$ cat src/rtl/core/vacs_pkg.sv
`timescale 1ns / 1ps
`default_nettype none
// ----------------------------------------------------------------------------
// Viterbi ACS package
// Shared constants and the expected-symbol function of the rate one-half
// add-compare-select block.
// ----------------------------------------------------------------------------
package vacs_pkg;

  localparam int DEF_CONSTRAINT_LEN = 3;
  localparam int DEF_METRIC_BITS    = 16;

  localparam int SYM_W     = 2;
  localparam int POLY_W    = 3;
  localparam int SURV_W    = 4;
  localparam int CFG_IDX_W = 2;

  localparam logic [POLY_W-1:0] POLY_UPPER_RESET = 3'd5;
  localparam logic [POLY_W-1:0] POLY_LOWER_RESET = 3'd7;

  // Configuration register indexes.
  localparam logic [CFG_IDX_W-1:0] REG_POLY_UPPER = 2'd0;
  localparam logic [CFG_IDX_W-1:0] REG_POLY_LOWER = 2'd1;

  // Only the low three encoder register bits meet a tap, since the
  // generator registers are three bits wide.
  function automatic logic [SYM_W-1:0] expected_symbol(
    input logic [POLY_W-1:0] enc_reg,
    input logic [POLY_W-1:0] poly_upper,
    input logic [POLY_W-1:0] poly_lower
  );
    expected_symbol = {^(enc_reg & poly_upper), ^(enc_reg & poly_lower)};
  endfunction

endpackage
`default_nettype wire

$ cat src/rtl/core/viterbi_add_compare_select.sv
`timescale 1ns / 1ps
`default_nettype none
// ----------------------------------------------------------------------------
// Viterbi add-compare-select
// Hard-decision ACS stage for a rate one-half convolutional code. The path
// metrics live in a two-bank memory; one trellis state is updated per cycle.
// ----------------------------------------------------------------------------
// Usage:
//   The input channel (in_valid_i / in_stall_o) carries one received symbol
//   and a frame-start flag per item. The output channel (out_valid_o /
//   out_stall_i) returns the survivor bits of states 0 to 3 for each item.
//   Polynomials are to be written through cfg_valid_i / cfg_ready_o while
//   idle, which the block itself does not enforce; the port is always ready
//   and indexes beyond the list are ignored. After acceptance an item
//   sweeps the states one by one through the single ACS unit fed by the
//   metric memory, then drains the read pipeline (ST_LAST) and hands the
//   result over (ST_DONE). The next item is taken in the cycle after that,
//   so a new item is accepted only once the last one is through.
//   A finished result waits in the output register while the next item is
//   accepted and processed; if the receiver is still stalling when that
//   item finishes, the block holds and accepts nothing further.
//   Reset restores the default polynomials and marks the metrics as
//   initial (state zero at 0, the others at the maximum); no memory sweep.
// ----------------------------------------------------------------------------
module viterbi_add_compare_select #(
  parameter int CONSTRAINT_LEN = vacs_pkg::DEF_CONSTRAINT_LEN,
  parameter int METRIC_BITS    = vacs_pkg::DEF_METRIC_BITS
) (
  input  wire logic                               clk_i,
  input  wire logic                               rst_ni,
  input  wire logic                               in_valid_i,
  output logic                                    in_stall_o,
  input  wire logic [vacs_pkg::SYM_W-1:0]         rx_symbol_i,
  input  wire logic                               frame_start_i,
  output logic                                    out_valid_o,
  input  wire logic                               out_stall_i,
  output logic      [vacs_pkg::SURV_W-1:0]        survivor_bits_o,
  input  wire logic                               cfg_valid_i,
  output logic                                    cfg_ready_o,
  input  wire logic [vacs_pkg::CFG_IDX_W-1:0]     cfg_index_i,
  input  wire logic [vacs_pkg::POLY_W-1:0]        cfg_data_i
);

  localparam int STATE_W = CONSTRAINT_LEN - 1;
  localparam int NUM_STATES = 1 << STATE_W;
  localparam logic [STATE_W-1:0]     TopBit    = {1'b1, {(STATE_W-1){1'b0}}};
  localparam logic [METRIC_BITS-1:0] MetricMax = '1;

  typedef enum logic [1:0] {
    ST_IDLE,
    ST_RUN,
    ST_LAST,
    ST_DONE
  } acs_state_e;

  acs_state_e                    state_q;
  logic [vacs_pkg::POLY_W-1:0]   poly_upper_q;
  logic [vacs_pkg::POLY_W-1:0]   poly_lower_q;
  logic [vacs_pkg::SYM_W-1:0]    rx_q;
  logic                          init_q;
  logic                          init_now_q;
  logic                          bank_q;
  logic [STATE_W-1:0]            cnt_q;
  logic                          ex_valid_q;
  logic [STATE_W-1:0]            ex_state_q;
  logic [vacs_pkg::SURV_W-1:0]   surv_acc_q;
  logic                          out_valid_q;
  logic [vacs_pkg::SURV_W-1:0]   out_surv_q;

  logic [METRIC_BITS-1:0]        mem_q [2*NUM_STATES];
  logic [METRIC_BITS-1:0]        rd0_q;
  logic [METRIC_BITS-1:0]        rd1_q;

  logic [STATE_W-1:0]            rd_pred0;
  logic [STATE_W-1:0]            rd_pred1;
  logic [STATE_W-1:0]            ex_pred0;
  logic [METRIC_BITS-1:0]        ex_metric0;
  logic [METRIC_BITS-1:0]        ex_metric1;
  logic [METRIC_BITS-1:0]        new_metric;
  logic                          choose_upper;
  logic                          out_free;

  assign in_stall_o      = (state_q != ST_IDLE);
  assign out_valid_o     = out_valid_q;
  assign survivor_bits_o = out_surv_q;
  assign cfg_ready_o     = 1'b1;
  assign out_free        = !out_valid_q || !out_stall_i;

  // Configuration registers.
  always_ff @(posedge clk_i or negedge rst_ni) begin
    if (!rst_ni) begin
      poly_upper_q <= vacs_pkg::POLY_UPPER_RESET;
      poly_lower_q <= vacs_pkg::POLY_LOWER_RESET;
    end else if (cfg_valid_i) begin
      unique case (cfg_index_i)
        vacs_pkg::REG_POLY_UPPER: begin
          poly_upper_q <= cfg_data_i;
        end
        vacs_pkg::REG_POLY_LOWER: begin
          poly_lower_q <= cfg_data_i;
        end
        default: begin
        end
      endcase
    end
  end

  // Old metrics are read from one bank while the new ones go to the other,
  // so reads and writes of one item never meet on the same entry.
  assign rd_pred0 = cnt_q >> 1;
  assign rd_pred1 = rd_pred0 | TopBit;

  always_ff @(posedge clk_i) begin
    rd0_q <= mem_q[{bank_q, rd_pred0}];
    rd1_q <= mem_q[{bank_q, rd_pred1}];
    if (ex_valid_q) begin
      mem_q[{!bank_q, ex_state_q}] <= new_metric;
    end
  end

  // Right after reset or a frame start the stored bank is stale and the
  // initial metrics are substituted on the read side.
  assign ex_pred0   = ex_state_q >> 1;
  assign ex_metric0 = init_now_q ? ((ex_pred0 == '0) ? '0 : MetricMax) : rd0_q;
  assign ex_metric1 = init_now_q ? MetricMax : rd1_q;

  vacs_acs_unit #(
    .STATE_W     (STATE_W),
    .METRIC_BITS (METRIC_BITS)
  ) u_acs (
    .state_i        (ex_state_q),
    .metric0_i      (ex_metric0),
    .metric1_i      (ex_metric1),
    .rx_symbol_i    (rx_q),
    .poly_upper_i   (poly_upper_q),
    .poly_lower_i   (poly_lower_q),
    .metric_o       (new_metric),
    .choose_upper_o (choose_upper)
  );

  always_ff @(posedge clk_i or negedge rst_ni) begin
    if (!rst_ni) begin
      state_q     <= ST_IDLE;
      init_q      <= 1'b1;
      init_now_q  <= 1'b0;
      bank_q      <= 1'b0;
      cnt_q       <= '0;
      ex_valid_q  <= 1'b0;
      ex_state_q  <= '0;
      surv_acc_q  <= '0;
      rx_q        <= '0;
      out_valid_q <= 1'b0;
      out_surv_q  <= '0;
    end else begin
      // In the final state the output register is reloaded below instead.
      if (out_valid_q && !out_stall_i && (state_q != ST_DONE)) begin
        out_valid_q <= 1'b0;
      end

      ex_valid_q <= (state_q == ST_RUN);
      ex_state_q <= cnt_q;

      if (ex_valid_q && (32'(ex_state_q) < vacs_pkg::SURV_W)) begin
        surv_acc_q[ex_state_q[1:0]] <= choose_upper;
      end

      unique case (state_q)
        ST_IDLE: begin
          if (in_valid_i) begin
            rx_q       <= rx_symbol_i;
            init_now_q <= init_q || frame_start_i;
            cnt_q      <= '0;
            surv_acc_q <= '0;
            state_q    <= ST_RUN;
          end
        end
        ST_RUN: begin
          cnt_q <= cnt_q + 1'b1;
          if (cnt_q == '1) begin
            state_q <= ST_LAST;
          end
        end
        ST_LAST: begin
          state_q <= ST_DONE;
        end
        ST_DONE: begin
          if (out_free) begin
            out_valid_q <= 1'b1;
            out_surv_q  <= surv_acc_q;
            bank_q      <= !bank_q;
            init_q      <= 1'b0;
            state_q     <= ST_IDLE;
          end
        end
        default: begin
          state_q <= ST_IDLE;
        end
      endcase
    end
  end

`ifndef NO_ASSERTIONS
  a_accept_busy: assert property (@(posedge clk_i) disable iff (!rst_ni)
    (in_valid_i && !in_stall_o) |=> in_stall_o)
    else $error("accepted item did not make the block busy");

  a_ex_from_run: assert property (@(posedge clk_i) disable iff (!rst_ni)
    ex_valid_q |-> $past(state_q == ST_RUN))
    else $error("metric write outside the state sweep");

  a_result_at_end: assert property (@(posedge clk_i) disable iff (!rst_ni)
    $rose(out_valid_q) |-> $past(state_q == ST_DONE))
    else $error("result offered before the sweep finished");

  a_bank_flip: assert property (@(posedge clk_i) disable iff (!rst_ni)
    (bank_q != $past(bank_q)) |-> ($past(state_q == ST_DONE) && !init_q))
    else $error("metric bank swapped mid-item");
`endif

endmodule
`default_nettype wire

$ cat src/rtl/core/vacs_acs_unit.sv
`timescale 1ns / 1ps
`default_nettype none
// ----------------------------------------------------------------------------
// Viterbi ACS unit
// Adds the branch metrics to both predecessor metrics of one next state,
// saturates the sums and selects the survivor.
// ----------------------------------------------------------------------------
module vacs_acs_unit #(
  parameter int STATE_W     = 2,
  parameter int METRIC_BITS = vacs_pkg::DEF_METRIC_BITS
) (
  input  wire logic [STATE_W-1:0]            state_i,
  input  wire logic [METRIC_BITS-1:0]        metric0_i,
  input  wire logic [METRIC_BITS-1:0]        metric1_i,
  input  wire logic [vacs_pkg::SYM_W-1:0]    rx_symbol_i,
  input  wire logic [vacs_pkg::POLY_W-1:0]   poly_upper_i,
  input  wire logic [vacs_pkg::POLY_W-1:0]   poly_lower_i,
  output logic      [METRIC_BITS-1:0]        metric_o,
  output logic                               choose_upper_o
);

  localparam logic [STATE_W-1:0]     TopBit    = {1'b1, {(STATE_W-1){1'b0}}};
  localparam logic [METRIC_BITS-1:0] MetricMax = '1;

  logic [STATE_W-1:0]              pred0;
  logic [STATE_W-1:0]              pred1;
  logic [vacs_pkg::SYM_W-1:0]      diff0;
  logic [vacs_pkg::SYM_W-1:0]      diff1;
  logic [METRIC_BITS:0]            sum0;
  logic [METRIC_BITS:0]            sum1;
  logic [METRIC_BITS-1:0]          sat0;
  logic [METRIC_BITS-1:0]          sat1;

  assign pred0 = state_i >> 1;
  assign pred1 = pred0 | TopBit;

  assign diff0 = rx_symbol_i ^ vacs_pkg::expected_symbol({pred0[1:0], state_i[0]},
                                                         poly_upper_i, poly_lower_i);
  assign diff1 = rx_symbol_i ^ vacs_pkg::expected_symbol({pred1[1:0], state_i[0]},
                                                         poly_upper_i, poly_lower_i);

  assign sum0 = {1'b0, metric0_i} + (METRIC_BITS+1)'(diff0[1]) + (METRIC_BITS+1)'(diff0[0]);
  assign sum1 = {1'b0, metric1_i} + (METRIC_BITS+1)'(diff1[1]) + (METRIC_BITS+1)'(diff1[0]);

  assign sat0 = sum0[METRIC_BITS] ? MetricMax : sum0[METRIC_BITS-1:0];
  assign sat1 = sum1[METRIC_BITS] ? MetricMax : sum1[METRIC_BITS-1:0];

  // A tie goes to the predecessor without the top bit.
  assign choose_upper_o = (sat1 < sat0);
  assign metric_o       = choose_upper_o ? sat1 : sat0;

endmodule
`default_nettype wire

$ cat config.mk
export PLATFORM = sky130hd
export DESIGN_NAME = viterbi_add_compare_select
export DESIGN_NICKNAME = d
export VERILOG_FILES = /design/src/rtl/core/vacs_pkg.sv /design/src/rtl/core/viterbi_add_compare_select.sv /design/src/rtl/core/vacs_acs_unit.sv
export SDC_FILE = /design/constraint.sdc
export NUM_CORES = 1
export LEC_CHECK = 0
export BUFFER_PORTS_ARGS = -buffer_cell sky130_fd_sc_hd__buf_2
export CAP_MARGIN = 5
export CORE_MARGIN = 2
export CORE_UTILIZATION = 58
export CTS_BUF_LIST = sky130_fd_sc_hd__clkbuf_4 sky130_fd_sc_hd__clkbuf_8
export CTS_CLUSTER_SIZE = 10
export DETAILED_ROUTE_END_ITERATION = 10
export PLACE_DENSITY = 0.76
export SYNTH_ARGS = -nofsm -noshare
export SYNTH_HDL_FRONTEND = slang
export SYNTH_HIERARCHICAL = 1
export SYNTH_SLANG_ARGS = --single-unit
$ cat constraint.sdc
create_clock -name clk_i -period 4.9 [get_ports clk_i]
set_input_delay 0.245 -clock clk_i [delete_from_list [all_inputs] [get_ports clk_i]]
set_output_delay 0.245 -clock clk_i [all_outputs]
set_load 0.03 [all_outputs]
# After elaboration in Yosys (flattened, before gate mapping)
# Memory sizes are Yosys's and may differ from the RTL's. A register that Yosys moved wholly into a read port is not among the register bits.
# Cells that the tools add are included.
[op_classes]
add_sub_neg = 5
n_mul = 0
div = 0
n_lt_le_gt_ge = 3
n_eq_ne = 9
n_shift = 0
n_mux = 23
bitwise = 6
reduce_logical = 23
[ops]
columns = ["op", "count"]
rows = [
  ["$mux 16", 6],
  ["$add 16x1->17", 2],
  ["$add 17x1->17", 2],
  ["$lt 16x16->1", 1],
  ["$mux 4", 3],
  ["$reduce_xor 3->1", 4],
  ["$reduce_and 2->1", 5],
  ["$mux 2", 4],
  ["$pmux 2 s4", 1],
  ["$and 2x3->3", 2],
  ["$and 3x3->3", 2],
  ["$eq 2x2->1 const B", 3],
  ["$logic_not 2->1", 3],
  ["$mux 1", 6],
  ["$ne 2x2->1 const B", 3],
  ["$bwmux 4", 1],
  ["$eq 2x1->1 const B", 2],
  ["$pmux 2 s2", 1],
  ["$reduce_bool 2->1", 2],
  ["$xor 2x2->2", 2],
  ["$logic_and 1x1->1", 3],
  ["$logic_not 1->1", 3],
  ["$lt 2x3->1 const B", 1],
  ["$reduce_and 3->1", 1],
  ["5 further kinds", 6],
]
[totals]
ff_bits = 27
latchBits = 0
ramBits = 128
mem_bits_ro = 0
output_inout_bits = 7
mem_count = 1
[memory_table]
columns = ["memory", "depth", "width", "rd", "rd_ports_with_merged_regs", "wr", "line_no", "source"]
rows = [
  ["mem_q", 8, 16, 2, 2, 1, "viterbi_add_compare_select.sv:70", "logic [METRIC_BITS-1:0] mem_q [2*NUM_STATES];"],
]

# Depth between registers and ports, before layout
# Gate-level depths: netlist of the first run.
[depth]
depth_word = 11
depth_mapped = 24
depth_no_buf = 21

# Hierarchy
# Netlist of the first run, hierarchy kept.
[by_module_without_submodules]
columns = ["module", "n_inst", "cells_each", "area_each_um2", "seq_area_each_um2"]
rows = [
  ["viterbi_add_compare_select", 1, 353, 6789.0, 5167.5],
  ["vacs_acs_unit", 1, 198, 1410.1, 0.0],
]

# Least setup slack after synthesis of the first run
# No wires, ideal clock.
[synth_path]
kind = "register -> register"
start = "reg poly_lower_q[1] in the netlist's numbering"
end = "mem mem_q[0][10] in the netlist's numbering, data pin"
t_arrival_ns = 4.459
required_ns = 4.670
slack_ns = 0.212
stages_incl_launch_ff = 22
n_path_buf = 3
period_less_slack_ns = 4.688
cell_sequence = "dfstp_2 -> nand2_1 -> xor2_1 -> xnor2_1 -> xor2_1 -> fa_1 -> inv_1 -> ha_1 -> nand3_1 -> or3_1 -> clkbuf_1 -> and2_1 -> inv_1 -> ha_1 -> a21oi_1 -> o21ai_0 -> o21a_1 -> a2111oi_0 -> o31a_1 -> buf_6 -> buf_12 -> mux2i_1"
[synth_between]
elab_chain_len = 7
[synth_rtl]
columns = ["item", "line_no", "source"]
rows = [
  ["start: declaration", "viterbi_add_compare_select.sv:58", "logic [vacs_pkg::POLY_W-1:0] poly_lower_q;"],
  ["start signal: assignment", "viterbi_add_compare_select.sv:93", "poly_lower_q <= vacs_pkg::POLY_LOWER_RESET;"],
  ["start signal: assignment", "viterbi_add_compare_select.sv:100", "poly_lower_q <= cfg_data_i;"],
  ["$and 3x3->3 or $and 2x3->3 (tied branches)", "vacs_pkg.sv:32", "expected_symbol = {^(enc_reg & poly_upper), ^(enc_reg & poly_lower)};"],
  ["$reduce_xor 3->1", "vacs_pkg.sv:32", ""],
  ["$xor 2x2->2, on equally long branches", "vacs_acs_unit.sv:39, vacs_acs_unit.sv:37", ""],
  ["$add 17x1->17, on equally long branches", "vacs_acs_unit.sv:43, vacs_acs_unit.sv:42", ""],
  ["$mux 16, on equally long branches", "vacs_acs_unit.sv:46, vacs_acs_unit.sv:45", ""],
  ["$lt 16x16->1 (*)", "vacs_acs_unit.sv:49", "assign choose_upper_o = (sat1 < sat0);"],
  ["net choose_upper", "viterbi_add_compare_select.sv:80", "logic choose_upper;"],
  ["$mux 16 (*)", "vacs_acs_unit.sv:50", "assign metric_o = choose_upper_o ? sat1 : sat0;"],
  ["net new_metric[10]", "viterbi_add_compare_select.sv:79", "logic [METRIC_BITS-1:0] new_metric;"],
  ["end: declaration", "viterbi_add_compare_select.sv:70", ""],
]
# The timed path passes the listed nets; every way through them passes the cells marked *.

# Worst setup path after layout of the first run
[layout_path]
start = "reg poly_lower_q[0] in the netlist's numbering"
end = "mem mem_q[3][0] in the netlist's numbering, data pin"
# Same word-level chain as after synthesis.

==> metrics.cfg, run 1 <==
[critical_path]
path_buf_inv = 3
path_cells = nand2_1 > xor2_1 > xnor2_1 > buf_4 > fa_1 > and4b_1 > nand3_2 > nor3_4 > nor2_1 > a31oi_4 > inv_1 > ha_1 > nand4_1 > nor2_1 > o21a_1 > a2111oi_4 > o31a_1 > buf_12 > mux2_4
cp_common_cell = nor2_1
crit_path_end_kind = register
critPathSlowestCell = dfstp_2
path_max_fanout = 8
critPathRequiredTime_ns = 5.09
cp-start-kind = register
crit_path_max_incr_delay_ns = 0.53
cp.arrival_ns = 4.98
critical_path_class = register to register
crit_family = simple AND/OR/NAND/NOR gates

[synth]
synth_edf_count = 128
synth_cell_type_count = 55
synthCells = 551
syn_area_um2 = 8200
syn_avg_cell_area_um2 = 14.9
synth-seq-cells = 187
synth-async-reset-ratio_pct = 14.4
synthFlopType = edfxtp_1
synth_nets = 590
yosys_warnings = 6
seq_area_frac_synth_pct = 63.0

[clocking]
htreeDepth = 4
root_buffer = clkbuf_8
tritoncts = done
clkLatencyLatePin_ns = 0.45
clock_sinks = 187
cts_max_path_buffers = 2
numCtsBuffers = 17
clkTransAtPathRegs_ns = 0.09

[flow_run]
drv_cap = 0

[floorplanning]
start_util_pct = 59.3
ioPinCount = 20
die_h_um = 123
fp-row-count = 43
die_x_um = 123
dieArea_um2 = 15100
core-area_um2 = 13800

[cells_and_area]
area_growth_pct = 12.8
drive_gt1_share_pct = 31.0
final_nets = 651
antenna_cells = 0

[placement]
gp_congestion = 0.909
numPortBuffers = 18
dp_hpwl_mm = 11.2

[timing]
max-slew-margin-rel_pct = 57.1
fmax_mhz = 209
period_minus_slack_ns = 4.79
tightest_slew_ns = 0.637
setup_violations = 0
hold_violations = 0
fin_crit_sh_pct = 97.7
setup_tns_ns = 0
skew_ns = 0.0139
slew_violations = 0

[global_route]
grt.overflow.total = 0
grt_pass1_vias = 4609
grt_pass1_wl_mm = 25.1
grt.total_usage_pct = 23.2
antenna_found_initial = 0
grt_max_degree = 34

[drt]
wl_per_cell_um = 20.8
routed_wl_mm = 16.7
drtIter0Drc = 404
drc = 0
drtAntennaViolNets = 0
num_vias = 4701
drt-pass1-iter-count = 5
via_per_inst = 5.84

[min_path]
holdCritPathClass = primary input to register

[run_status]
status = finished, final reports clean

[timing repair]
| item | in CTS | in global routing |
|---|---|---|
| resized for setup | 2 | 35 |
| setup buffers | 0 | 4 |
| hold endpoints to repair | 21 | 0 |
| pin swaps | 0 | 10 |
| setup endpoints to repair | 24 | 129 |
| cloned | 0 | 2 |
| hold buffers | 1 | 0 |
[cells by family (layout without fill, tap and decap cells)]
kind of cell | count (synthesis) | count (layout) | share of synthesized area, %
buffers and inverters | 58 | 131 | 3.82
DFF | 187 | 187 | 63.0
AOI/OAI and AO/OA | 50 | 50 | 3.57
muxes | 67 | 67 | 13.6
other | 1 | 1 | 0.0457
adders and majority gates | 26 | 26 | 4.15
and+or+nand+nor | 135 | 136 | 8.96
xor gates and xnor gates | 27 | 27 | 2.88
[registers in the layout, indices dropped and copies added (netlist names), 2 cells and up]
| signal | flops |
|---|---|
| rd1_q | 16 |
| mem_q | 128 |
| rx_q | 2 |
| cnt_q | 2 |
| poly_lower_q | 3 |
| poly_upper_q | 3 |
| state_q | 2 |
| survivor_bits_o | 4 |
| surv_acc_q | 4 |
| rd0_q | 16 |
| ex_state_q | 2 |
[placed cells by master (no fill, tap or decap), types with 3 or more instances in the layout]
| cell | n |
|---|---|
| nor2_1 | 22 |
| mux2_2 | 14 |
| clkbuf_4 | 6 |
| o21ai_0 | 22 |
| nand4_1 | 7 |
| inv_1 | 37 |
| nand2b_1 | 6 |
| mux4_2 | 29 |
| mux4_1 | 3 |
| mux2i_1 | 14 |
| nand3_1 | 16 |
| dfstp_2 | 6 |
| xnor2_1 | 12 |
| and2_1 | 10 |
| or2_2 | 16 |
| buf_2 | 18 |
| buf_4 | 38 |
| nand2_1 | 29 |
| clkbuf_8 | 19 |
| nand3_2 | 3 |
| xor2_1 | 14 |
| dfrtp_1 | 20 |
| a21oi_1 | 11 |
| dfxtp_1 | 32 |
| mux2_4 | 6 |
| edfxtp_1 | 128 |
| ha_1 | 21 |
[area by class of cell]
type | instances | area [um^2]
sequential | 187 | 5170
clock inverter | 7 | 93.8
fill | 920 | 4570
multi-input combinational | 307 | 2880
tap | 180 | 225
inverter | 39 | 146
timing repair buffer | 60 | 428
clock buffer | 25 | 307
[Yosys cell counts (4+ instances only)]
cell type / n / area [um^2]
mux4_2: 29 / 653
or2_2: 16 / 100
clkbuf_1: 5 / 18.8
mux2_2: 19 / 214
nand2b_1: 6 / 37.5
ha_1: 24 / 300
and2_1: 10 / 62.6
a21oi_1: 12 / 60.1
dfstp_2: 6 / 158
nand4_1: 7 / 43.8
xor2_1: 14 / 123
dfrtp_1: 21 / 526
buf_2: 6 / 30.0
edfxtp_1: 128 / 3840
nand3_1: 19 / 95.1
inv_1: 39 / 146
xnor2_1: 13 / 114
o21ai_0: 24 / 120
mux2i_1: 15 / 150
nor2_1: 23 / 86.3
buf_12: 4 / 80.1
nand2_1: 29 / 109
dfxtp_1: 32 / 641
[path summary, 6_finish.rpt]
check,endpoint,cells after the start,from,slack [ns]
max reg2reg,mem_q[3][0],19,poly_lower_q[0],0.11
min,rx_q[1],2,rx_symbol_i[1],0.03
max,mem_q[3][0],19,poly_lower_q[0],0.11
max in group asynchronous,cnt_q[1],2,rst_ni,4.14
min in group asynchronous,survivor_bits_o[3],2,rst_ni,0.33
min reg2reg,ex_state_q[0],0,cnt_q[0],0.44
[metrics by stage]
| step | hold WS, ns | cell area (um^2) | util (%) | setup WS [ns] | cells |
|---|---|---|---|---|---|
| final | 0.0301 | 9250 | 66.9 | 0.113 | 805 |
| after global routing | 0.00576 | 9250 | 66.9 | -0.0533 | 805 |
| after CTS | 0.00362 | 9060 | 65.5 | 0.0504 | 799 |
| after detailed placement | 0.285 | 8640 | 62.5 | -0.00671 | 766 |
| after global placement | 0.272 | 8640 | 62.5 | 0.129 | 766 |
| after floorplan | -0.0506 | 8200 | - | 0.212 | 551 |
[per-layer routing]
| metal | share of wire, % | vias up | track usage [%] |
|---|---|---|---|
| li1 | - | 2145 | - |
| met3 | 6.9 | 27 | 4.94 |
| met5 | 0 | - | 0 |
| met1 | 45 | 2362 | 34.5 |
| met4 | 1.9 | 0 | 8.12 |
| met2 | 46 | 167 | 34.5 |
Power of run 1 is not shown: default switching activity piles up to over one toggle a cycle in this logic, so the estimate is an artifact.
==> run 2: changes to the inputs <==
--- a/config.mk
+++ b/config.mk
@@ -13,6 +13,7 @@
 export CTS_CLUSTER_SIZE = 10
 export DETAILED_ROUTE_END_ITERATION = 10
 export PLACE_DENSITY = 0.76
+export RECOVER_POWER = 50
 export SYNTH_ARGS = -nofsm -noshare
 export SYNTH_HDL_FRONTEND = slang
 export SYNTH_HIERARCHICAL = 1
==> run 2 against run 1 <==
Effect of this change: the run now ends with capacitance limit, slew limit left; global-route usage unchanged; sequential share of layout area is 0.30 points higher; setup slack got worse by 0.011 ns; largest cell class unchanged.
==> metrics.cfg, run 2 (same netlist as run 1, synthesis figures left out) <==
[critical_path]
path_max_fanout = 8
cp-start-kind = register
cp.arrival_ns = 5.11
crit_path_end_kind = register
critical_path_class = register to register
critPathRequiredTime_ns = 5.21

[floorplanning]
die_x_um = 123
core-area_um2 = 13800
die_h_um = 123
ioPinCount = 20
start_util_pct = 59.3
dieArea_um2 = 15100
fp-row-count = 43

[global_route]
grt_max_degree = 34
grt.overflow.total = 0
antenna_found_initial = 0
grt_pass1_vias = 4609
grt_pass1_wl_mm = 25.1
grt.total_usage_pct = 23.2

[cells_and_area]
antenna_cells = 0
top_register = mem_q
largestRegisters = mem_q x128, rd0_q x16, rd1_q x16
drive_gt1_share_pct = 28.2
final_cell_mix = edfxtp_1 (128), inv_1 (37), dfxtp_1 (32), buf_4 (30)
largest_reg_flops = 128
area_growth_pct = 12.3
instances_no_fill = 805
final_common_cell = edfxtp_1
final_nets = 651
fin_area_um2 = 9200

[clocking]
cts_max_path_buffers = 2
htreeDepth = 4
clock_sinks = 187
clkTransAtPathRegs_ns = 0.09
tritoncts = done
root_buffer = clkbuf_8
clkLatencyLatePin_ns = 0.45
numCtsBuffers = 17

[timing]
fin_crit_sh_pct = 97.9
period_minus_slack_ns = 4.80
hold_violations = 0
skew_ns = 0.0141
tightest_slew_ns = 2.72
slew_violations = 66
max-slew-margin-rel_pct = -81.1
setup_violations = 0
fmax_mhz = 208

[drt]
drtAntennaViolNets = 0
routed_wl_mm = 16.7
drc = 0
via_per_inst = 5.86
wl_per_cell_um = 20.8
num_vias = 4719
drtIter0Drc = 362
drt-pass1-iter-count = 5

[min_path]
holdCritPathClass = primary input to register

[placement]
numPortBuffers = 18
dp_hpwl_mm = 11.2
gp_congestion = 0.909
placed_cell_area_um2 = 8640
placedCellCount = 766

[run_status]
violations = capacitance limit, slew limit
status = finished, violations left

[flow_run]
drv_cap = 2

[run 2: critical path: stages, from the launching register on]
cell	delay, ns
dfstp_2	0.53
nand2_1	0.05
xor2_1	0.17
xnor2_1	0.15
buf_4	0.15
fa_1	0.42
and4b_1	0.36
nand3_2	0.15
nor3_4	0.30
nor2_1	0.12
a31oi_4	0.22
inv_1	0.06
ha_1	0.29
nand4_1	0.12
nor2_1	0.10
o21a_1	0.15
a2111oi_4	0.34
o31a_1	0.32
buf_6	0.18
mux2i_2	0.30
buf_6	0.17
[run 2: what timing repair did]
| item | CTS | global route |
|---|---|---|
| setup buffers | 0 | 4 |
| setup endpoints to repair | 24 | 129 |
| endpoints found under the hold margin | 21 | 0 |
| cloned | 0 | 2 |
| hold buffers | 1 | 0 |
| resized for setup | 2 | 35 |
| pin swaps | 0 | 10 |
[run 2: final cells by class]
class | instances | area [um^2]
clock inverter | 7 | 93.8
tap | 180 | 225
fill | 934 | 4620
inverter | 39 | 146
sequential | 187 | 5170
multi-input combinational | 307 | 2870
clock buffer | 25 | 307
timing repair buffer | 60 | 389
[run 2: worst paths after layout]
| kind | from | endpoint | slack, ns | depth (start not counted) |
|---|---|---|---|---|
| max in group asynchronous | rst_ni | cnt_q[1] | 3.29 | 2 |
| worst min register to register | cnt_q[0] | ex_state_q[0] | 0.44 | 0 |
| worst min-delay path | rx_symbol_i[1] | rx_q[1] | 0.03 | 2 |
| worst max register to register | poly_lower_q[0] | mem_q[6][5] | 0.10 | 20 |
| worst max-delay path | poly_lower_q[0] | mem_q[6][5] | 0.10 | 20 |
| min in group asynchronous | rst_ni | ex_valid_q | 0.67 | 2 |
[run 2: metal layers]
metal | vias to the layer above | routed length [um] | GRT usage, %
met5 | - | 0 | 0
met4 | 0 | 265 | 8.12
met3 | 24 | 1140 | 4.94
met2 | 168 | 7720 | 34.5
met1 | 2384 | 7620 | 34.5
li1 | 2143 | - | -
[run 2: through the flow]
step                      hold slack (ns)  TNS (ns)  util (%)  worst slack, ns
final                              0.0325         0      66.6            0.102
after global routing              0.00576     -5.04      66.6          -0.0531
after CTS                         0.00362         0      65.5           0.0504
after detailed placement            0.285   -0.0528      62.5         -0.00671
after global placement              0.272         0      62.5            0.129
after floorplan                   -0.0506         0         -            0.212
Power of run 2 is left out for the same reason.
